File: config.mk
export PLATFORM = sky130hd
export DESIGN_NAME = quadrant_cursor_navigator_flat
export DESIGN_NICKNAME = d
export VERILOG_FILES = /design/src/design/qcn_pkg.sv /design/src/design/qcn_if.sv /design/src/design/quadrant_cursor_navigator.sv /design/src/flat_wrapper.sv
export SDC_FILE = /design/constraint.sdc
export NUM_CORES = 2
export LEC_CHECK = 0
export ABC_AREA = 1
export BUFFER_PORTS_ARGS = -buffer_cell sky130_fd_sc_hd__buf_4
export CORE_MARGIN = 2
export CORE_UTILIZATION = 64
export CTS_CLUSTER_DIAMETER = 150
export DETAILED_ROUTE_END_ITERATION = 8
export HOLD_SLACK_MARGIN = 0.12
export PLACE_DENSITY = 0.89
export SLEW_MARGIN = 20
export SYNTH_ARGS = -nofsm -noshare
export SYNTH_HDL_FRONTEND = slang
export SYNTH_SLANG_ARGS = --single-unit
File: constraint.sdc
create_clock -name clk_i -period 18.2 [get_ports clk_i]
set_input_delay 1.82 -clock clk_i [delete_from_list [all_inputs] [get_ports clk_i]]
set_output_delay 1.82 -clock clk_i [all_outputs]
set_load 0.01 [all_outputs]
File: src/design/qcn_pkg.sv
// qcn_pkg: shared types, codes and fixed point helpers for the quadrant cursor navigator.
// No dependencies; used by the channel interfaces and the top level.
package qcn_pkg;

  localparam int unsigned QW = 17;           // Q1.16 value width
  typedef logic [QW-1:0] q_t;

  localparam q_t Q_ONE    = q_t'(65536);
  localparam q_t Q_HALF   = q_t'(32768);
  localparam q_t SPAN_MAX = q_t'(131071);

  // register reset values
  localparam q_t RESCALE_RST = q_t'(32768);
  localparam q_t MOVE_RST    = q_t'(32768);
  localparam q_t MIN_RST     = q_t'(655);
  localparam q_t LOCAL_RST   = q_t'(8192);

  // register indexes (byte address = 4 * index)
  localparam int unsigned AW = 4;
  localparam logic [1:0] REG_RESCALE = 2'd0;
  localparam logic [1:0] REG_MOVE    = 2'd1;
  localparam logic [1:0] REG_MIN     = 2'd2;
  localparam logic [1:0] REG_LOCAL   = 2'd3;

  // key modes
  typedef logic [2:0] mode_t;
  localparam mode_t MODE_RESET  = 3'd0;
  localparam mode_t MODE_LOCAL  = 3'd1;
  localparam mode_t MODE_UP     = 3'd2;
  localparam mode_t MODE_DOWN   = 3'd3;
  localparam mode_t MODE_LEFT   = 3'd4;
  localparam mode_t MODE_RIGHT  = 3'd5;
  localparam mode_t MODE_CENTRE = 3'd6;

  // last axis moved
  typedef logic [1:0] axis_t;
  localparam axis_t AXIS_CENTRE = 2'd0;
  localparam axis_t AXIS_X      = 2'd1;
  localparam axis_t AXIS_Y      = 2'd2;

  // truncated Q1.16 product, saturated to the 17-bit range
  function automatic q_t qmul(input q_t a, input q_t b);
    logic [2*QW-1:0] p;
    p = a * b;
    return p[2*QW-1] ? SPAN_MAX : p[2*QW-2:16];
  endfunction

endpackage

File: src/design/qcn_if.sv
// qcn_if: valid/ready channel interfaces for key events and cursor positions.
// Depends on qcn_pkg for payload types.
interface qcn_in_if;
  logic           valid;
  logic           ready;
  qcn_pkg::mode_t mode;
  logic           pressed;

  modport source (output valid, output mode, output pressed, input ready);
  modport sink   (input valid, input mode, input pressed, output ready);
endinterface

interface qcn_out_if;
  logic        valid;
  logic        ready;
  qcn_pkg::q_t out_x;
  qcn_pkg::q_t out_y;

  modport source (output valid, output out_x, output out_y, input ready);
  modport sink   (input valid, input out_x, input out_y, output ready);
endinterface

File: src/design/quadrant_cursor_navigator.sv
// quadrant_cursor_navigator: keyboard cursor that homes in on a point by subdivision.
// Depends on qcn_pkg and the qcn_in_if / qcn_out_if channel interfaces.
//
//   channel  | dir | payload                 | handshake
//   ---------+-----+-------------------------+------------------------------
//   in_i     | in  | mode[2:0], pressed      | valid/ready transfer
//   out_o    | out | out_x[16:0], out_y[16:0]| valid/ready transfer
//   apb      | in  | 4 regs at 0x0,4,8,C     | psel/penable/pwrite, pready=1
//
// Two register stages: a key event lands in the input register; the state update
// plus result load then happen at one edge once the result register is free.
// Result valid rises at that edge. One event per cycle is sustained while the
// output is not stalled. The limiting path is one 17x17 multiply plus add and
// clamp.
// A stalled output holds the result register and the input register; input
// ready stays high while the input register is empty or can drain.
// rst_ni (async, active low) restores cursor, steps, last axis and registers.
module quadrant_cursor_navigator (
  input  logic               clk_i,
  input  logic               rst_ni,
  qcn_in_if.sink             in_i,
  qcn_out_if.source          out_o,
  input  logic               psel,
  input  logic               penable,
  input  logic               pwrite,
  input  logic [qcn_pkg::AW-1:0] paddr,
  input  logic [31:0]        pwdata,
  output logic [31:0]        prdata,
  output logic               pready
);

  // ---------------------------------------------------------------------------
  // configuration registers
  // ---------------------------------------------------------------------------
  qcn_pkg::q_t rescale_q, move_q, min_q, local_q;
  logic        cfg_wr;

  assign pready = 1'b1;
  assign cfg_wr = psel & penable & pwrite;

  always_ff @(posedge clk_i or negedge rst_ni) begin
    if (!rst_ni) begin
      rescale_q <= qcn_pkg::RESCALE_RST;
      move_q    <= qcn_pkg::MOVE_RST;
      min_q     <= qcn_pkg::MIN_RST;
      local_q   <= qcn_pkg::LOCAL_RST;
    end else if (cfg_wr) begin
      unique case (paddr[3:2])
        qcn_pkg::REG_RESCALE: rescale_q <= pwdata[qcn_pkg::QW-1:0];
        qcn_pkg::REG_MOVE:    move_q    <= pwdata[qcn_pkg::QW-1:0];
        qcn_pkg::REG_MIN:     min_q     <= pwdata[qcn_pkg::QW-1:0];
        qcn_pkg::REG_LOCAL:   local_q   <= pwdata[qcn_pkg::QW-1:0];
        default: ;
      endcase
    end
  end

  always_comb begin
    prdata = '0;
    unique case (paddr[3:2])
      qcn_pkg::REG_RESCALE: prdata[qcn_pkg::QW-1:0] = rescale_q;
      qcn_pkg::REG_MOVE:    prdata[qcn_pkg::QW-1:0] = move_q;
      qcn_pkg::REG_MIN:     prdata[qcn_pkg::QW-1:0] = min_q;
      qcn_pkg::REG_LOCAL:   prdata[qcn_pkg::QW-1:0] = local_q;
      default: ;
    endcase
  end

  // ---------------------------------------------------------------------------
  // handshake: input register feeds result register
  // ---------------------------------------------------------------------------
  logic           in_vld_q;
  qcn_pkg::mode_t mode_q;
  logic           pressed_q;
  logic           out_vld_q;
  qcn_pkg::q_t    out_x_q, out_y_q;
  logic           load_ok;   // result register free this cycle
  logic           fire;      // event in input register is processed

  assign load_ok     = !out_vld_q || out_o.ready;
  assign fire        = in_vld_q && load_ok;
  assign in_i.ready  = !in_vld_q || load_ok;

  assign out_o.valid = out_vld_q;
  assign out_o.out_x = out_x_q;
  assign out_o.out_y = out_y_q;

  // ---------------------------------------------------------------------------
  // navigation state and its update
  // ---------------------------------------------------------------------------
  qcn_pkg::q_t   cur_x_q, cur_y_q, span_x_q, span_y_q;
  qcn_pkg::axis_t last_q;

  qcn_pkg::q_t    cur_x_d, cur_y_d, span_x_d, span_y_d;
  qcn_pkg::axis_t last_d;
  logic           emit;

  // single shared move path: only one axis moves per event
  qcn_pkg::q_t    mv_pos, mv_span, mv_off, mv_res;
  logic [qcn_pkg::QW:0] mv_sum;
  logic           mv_neg, is_dir;
  qcn_pkg::axis_t axis;
  qcn_pkg::q_t    shr_x, shr_y, sx, sy;
  logic           shrink_x, shrink_y;

  always_comb begin
    axis   = qcn_pkg::AXIS_CENTRE;
    mv_neg = 1'b0;
    is_dir = 1'b0;
    case (mode_q)
      qcn_pkg::MODE_UP:     begin axis = qcn_pkg::AXIS_Y; mv_neg = 1'b1; is_dir = 1'b1; end
      qcn_pkg::MODE_DOWN:   begin axis = qcn_pkg::AXIS_Y; is_dir = 1'b1; end
      qcn_pkg::MODE_LEFT:   begin axis = qcn_pkg::AXIS_X; mv_neg = 1'b1; is_dir = 1'b1; end
      qcn_pkg::MODE_RIGHT:  begin axis = qcn_pkg::AXIS_X; is_dir = 1'b1; end
      qcn_pkg::MODE_CENTRE: is_dir = 1'b1;
      default: ;
    endcase

    mv_pos  = (axis == qcn_pkg::AXIS_Y) ? cur_y_q  : cur_x_q;
    mv_span = (axis == qcn_pkg::AXIS_Y) ? span_y_q : span_x_q;
    mv_off  = qcn_pkg::qmul(move_q, mv_span);
    mv_sum  = {1'b0, mv_pos} + {1'b0, mv_off};
    if (mv_neg) begin
      mv_res = (mv_off >= mv_pos) ? '0 : mv_pos - mv_off;
    end else begin
      mv_res = (mv_sum > {1'b0, qcn_pkg::Q_ONE}) ? qcn_pkg::Q_ONE
                                                   : mv_sum[qcn_pkg::QW-1:0];
    end

    // repeated axis or centre shrinks both steps
    shrink_x = (axis == qcn_pkg::AXIS_X) || (axis == qcn_pkg::AXIS_CENTRE) || (axis == last_q);
    shrink_y = (axis == qcn_pkg::AXIS_Y) || (axis == qcn_pkg::AXIS_CENTRE) || (axis == last_q);
    shr_x    = qcn_pkg::qmul(span_x_q, rescale_q);
    shr_y    = qcn_pkg::qmul(span_y_q, rescale_q);
    sx       = shrink_x ? shr_x : span_x_q;
    sy       = shrink_y ? shr_y : span_y_q;

    cur_x_d  = cur_x_q;
    cur_y_d  = cur_y_q;
    span_x_d = span_x_q;
    span_y_d = span_y_q;
    last_d   = last_q;
    emit     = 1'b0;

    if (pressed_q) begin
      if (mode_q == qcn_pkg::MODE_RESET) begin
        cur_x_d  = qcn_pkg::Q_HALF;
        cur_y_d  = qcn_pkg::Q_HALF;
        span_x_d = qcn_pkg::Q_HALF;
        span_y_d = qcn_pkg::Q_HALF;
        last_d   = qcn_pkg::AXIS_CENTRE;
        emit     = 1'b1;
      end else if (mode_q == qcn_pkg::MODE_LOCAL) begin
        span_x_d = local_q;
        span_y_d = local_q;
        emit     = 1'b1;
      end else if (is_dir) begin
        if (axis == qcn_pkg::AXIS_X) cur_x_d = mv_res;
        if (axis == qcn_pkg::AXIS_Y) cur_y_d = mv_res;
        span_x_d = (sx < min_q) ? min_q : sx;
        span_y_d = (sy < min_q) ? min_q : sy;
        last_d   = axis;
        emit     = 1'b1;
      end
    end
  end

  // control and state
  always_ff @(posedge clk_i or negedge rst_ni) begin
    if (!rst_ni) begin
      in_vld_q  <= 1'b0;
      out_vld_q <= 1'b0;
      cur_x_q   <= qcn_pkg::Q_HALF;
      cur_y_q   <= qcn_pkg::Q_HALF;
      span_x_q  <= qcn_pkg::Q_HALF;
      span_y_q  <= qcn_pkg::Q_HALF;
      last_q    <= qcn_pkg::AXIS_CENTRE;
    end else begin
      if (in_i.ready) in_vld_q <= in_i.valid;
      if (load_ok) out_vld_q <= in_vld_q && emit;
      if (fire) begin
        cur_x_q  <= cur_x_d;
        cur_y_q  <= cur_y_d;
        span_x_q <= span_x_d;
        span_y_q <= span_y_d;
        last_q   <= last_d;
      end
    end
  end

  // payload registers
  always_ff @(posedge clk_i) begin
    if (in_i.ready) begin
      mode_q    <= in_i.mode;
      pressed_q <= in_i.pressed;
    end
    if (fire) begin
      out_x_q <= cur_x_d;
      out_y_q <= cur_y_d;
    end
  end

endmodule

File: src/flat_wrapper.sv
// flat-port wrapper written by rule: the top's interface ports become plain ports
module quadrant_cursor_navigator_flat 
  (clk_i, rst_ni, psel, penable, pwrite, paddr, pwdata, prdata, pready, in_i_valid, in_i_mode, in_i_pressed, in_i_ready, out_o_valid, out_o_out_x, out_o_out_y, out_o_ready);
  qcn_in_if in_i_i ();
  qcn_out_if out_o_i ();
  input  logic clk_i;
  input  logic rst_ni;
  input  logic psel;
  input  logic penable;
  input  logic pwrite;
  input  logic [qcn_pkg::AW-1:0] paddr;
  input  logic [31:0] pwdata;
  output logic [31:0] prdata;
  output logic pready;
  input wire logic [$bits(in_i_i.valid)-1:0] in_i_valid;
  input wire logic [$bits(in_i_i.mode)-1:0] in_i_mode;
  input wire logic [$bits(in_i_i.pressed)-1:0] in_i_pressed;
  output wire logic [$bits(in_i_i.ready)-1:0] in_i_ready;
  output wire logic [$bits(out_o_i.valid)-1:0] out_o_valid;
  output wire logic [$bits(out_o_i.out_x)-1:0] out_o_out_x;
  output wire logic [$bits(out_o_i.out_y)-1:0] out_o_out_y;
  input wire logic [$bits(out_o_i.ready)-1:0] out_o_ready;
  assign in_i_i.valid = in_i_valid;
  assign in_i_i.mode = in_i_mode;
  assign in_i_i.pressed = in_i_pressed;
  assign in_i_ready = in_i_i.ready;
  assign out_o_valid = out_o_i.valid;
  assign out_o_out_x = out_o_i.out_x;
  assign out_o_out_y = out_o_i.out_y;
  assign out_o_i.ready = out_o_ready;
  quadrant_cursor_navigator u_core (.clk_i(clk_i), .rst_ni(rst_ni), .in_i(in_i_i), .out_o(out_o_i), .psel(psel), .penable(penable), .pwrite(pwrite), .paddr(paddr), .pwdata(pwdata), .prdata(prdata), .pready(pready));
endmodule
==> impl_metrics.csv <==
group,metric,value,unit
run_status,outcome,"finished clean",
timing,max-slew-margin-rel,0.2571,
worst_setup_path,slowest_stage,"o21ai_1",
clock_network,clkLatencyLatePin,0.47,ns
placement,place_hpwl,88490,um
timing,setup_ws,6.839,ns
drt,vias,34792,
worst_setup_path,cpLargestDelayFamily,"adder cells",
floorplanning,fp.dieArea,64680,um^2
worst_setup_path,endpoint_kind,"flip-flop",
yosys,syn_area_per_cell,7.654,um^2
worst_setup_path,critPathKind,"reg2reg",
yosys,synth.yosys.seq_area_share,0.1162,
yosys,synth-seq-cells,178,
global_routing,grt_pass1_vias,36429,
floorplanning,rows,91,
clock_network,cts_max_level,4,
hold_path,hold_path_class,"reg2reg",
finish,final_nets,6268,
global_routing,antenna_found_initial,2,
finish,syn_to_final_growth,4.340,%
yosys,ys.flop_type,"dfrtp_1",
finish,layout-drive-gt1-share,0.06076,
clock_network,cts_made_buffers,17,
drt,drtIter0Drc,3501,
floorplanning,start_util,0.6486,
timing,period_share,0.6242,
yosys,synth_edf_count,38,
placement,post-place-ws,7.149,ns
timing,tightest_slew,1.114,ns
yosys,synth_area_leaders,"fa_1, nand2_1, ha_1",
drt,dr.pass1.iters,6,
floorplanning,die_w,254.3,um
placement,io_buffer_count,82,
yosys,synth_cell_types,61,
clock_network,holdBufCountCts,0,
yosys,yosys_warnings,0,
worst_setup_path,crit_arrival,11.62,ns
hold_path,min_from,"u_core.cur_x_q[10]",
timing,rsz0062_at_grt,"false",
yosys,synth.top_cell.area_share,0.3325,
floorplanning,die-height,254.3,um
run,drv_cap,0,
timing,fin_crit,11.36,ns
drt,wl_per_cell,18.79,um
global_routing,grt_max_degree,91,
clock_network,cts_buffer_depth,2,
floorplanning,core_area,61830,um^2
yosys,yosysTopAreaCell,"fa_1",
drt,route.detailed.drc,0,
global_routing,groute.usage.overall,0.3680,
placement,postPlaceCellArea,41280,um^2
worst_setup_path,timing.rr.start,"u_core.mode_q[1]",
timing,setup_violations,0,
drt,ant_nets,0,
drt,finalWirelength,113200,um
worst_setup_path,critPathBufInv,13,
clock_network,ctsResizeCount,0,
worst_setup_path,cp.required,18.45,ns
placement,gp_congestion,0.9853,
yosys,synthArstFlopShare,0.7865,
finish,design_area,41840,um^2
yosys,syn_area,40100,um^2
timing,hold_viol_final,0,
worst_setup_path,startpoint_type,"flip-flop",
clock_network,postCtsSetupBuffers,0,
timing,max_freq,88.02,MHz
timing,report.final.slew_viol_count,0,
clock_network,cts.sinks,178,
drt,vias_per_cell,5.777,
clock_network,cts_tree,"built",
finish,layout_commonest_cell,"nand2_1",
worst_setup_path,cp_slowest_stage_delay,0.80,ns
worst_setup_path,crit_top_cell,"inv_1",
global_routing,grt_pass1_wl,185000,um
clock_network,clk_pin_slew_worst_paths,0.08,ns
clock_network,root_buffer,"clkbuf_16",
timing,skew,0.01624,ns
worst_setup_path,critPathMaxFanout,25,
timing,final.setup.tns,0,ns
floorplanning,boundaryPins,116,
global_routing,globalRoute.totalOverflow,0,
worst_setup_path,crit_start,"u_core.mode_q[1]",
yosys,syn_inst,5239,
finish,final_cell_mix,"nand2_1, inv_1, fa_1",
==> cells in the mapped netlist, types with 5 or more instances <==
cell type,number
xor2_1,26
dfrtp_1,127
nand2_1,1361
o221ai_1,5
nor2_1,233
nand3_1,145
xnor2_1,20
ha_1,384
buf_1,27
nor4_1,10
nor3_1,21
nand2_2,21
o21bai_1,10
nand4_1,37
buf_2,13
o2111ai_1,18
edfxtp_1,38
nand3_4,12
or2_2,19
o22ai_1,17
o21a_1,7
a31oi_1,5
clkinv_1,13
a21o_1,7
fa_1,666
inv_2,6
dfstp_2,13
o21ai_0,198
o211ai_1,7
nand2_4,11
o21ai_1,43
clkbuf_1,190
buf_4,17
inv_1,1246
nand3_2,27
nor2_2,8
a22oi_1,6
a21oi_1,179
==> worst paths after layout <==
check                           slack, ns               endpoint  cells past startpoint
worst max-delay path                 6.84  u_core.out_o.out_x[2]                     46
worst min-delay path                 0.48     u_core.cur_x_q[10]                      2
worst max register to register       6.84  u_core.out_o.out_x[2]                     46
worst min register to register       0.48     u_core.cur_x_q[10]                      2
max in group asynchronous           15.52      u_core.move_q[12]                      2
min in group asynchronous            1.40        u_core.in_vld_q                      1
==> cell type report <==
cell class | count | area [um^2]
multi-input cells | 3559 | 29690
fillers | 4921 | 19980
inverters | 1265 | 4748
flip-flops and latches | 178 | 4661
repair buffers | 150 | 1130
well taps | 837 | 1047
clock buffers | 18 | 429.2
clock inverters | 14 | 127.6
diodes | 2 | 5.005
==> metrics by stage <==
stage / hold slack (ns) / utilization / cells
3_3_place_gp: 0.4611 / 0.6676 / 5989
2_1_floorplan: 0.4491 / - / 5253
4_1_cts: 0.4841 / 0.6766 / 6021
5_1_grt: 0.5095 / 0.6767 / 6022
3_5_place_dp: 0.4651 / 0.6676 / 5989
6_report: 0.4834 / 0.6768 / 6023
==> logic make-up after synthesis <==
kind of cell	share of synthesized area
fa+ha+maj	0.4523
other cells	0.0001873
compound gates	0.07457
buf+inv	0.1449
xor+xnor	0.01005
simple gates	0.2018
flops	0.1162
==> state kept, by name, indices dropped and copies added (netlist names) <==
register            count
u_core.cur_x_q         17
u_core.cur_y_q         17
u_core.in_vld_q         1
u_core.last_q           2
u_core.local_q         17
u_core.min_q           17
u_core.mode_q           3
u_core.move_q          17
u_core.out_o.out_x     17
u_core.out_o.out_y     17
u_core.out_o.valid      1
u_core.pressed_q        1
u_core.rescale_q       17
u_core.span_x_q        17
u_core.span_y_q        17
==> worst reg2reg max path, delay by kind of cell (launching register included) <==
family	cells	cell delay, ns
AO/OA/AOI/OAI	10	2.92
buffers and inverters	13	1.82
AND/OR/NAND/NOR	15	2.23
flip-flops	1	0.45
adder cells (fa/ha/maj)	8	3.73
==> routing by layer <==
| layer | global-route usage | wire, um |
|---|---|---|
| met3 | 0.07399 | 12270 |
| met1 | 0.4482 | 40230 |
| met5 | 0 | 0 |
| met4 | 0.2313 | 8218 |
| met2 | 0.6025 | 52440 |
Power is not shown: default switching activity piles up to over one toggle a cycle in this logic, so the estimate is an artifact.
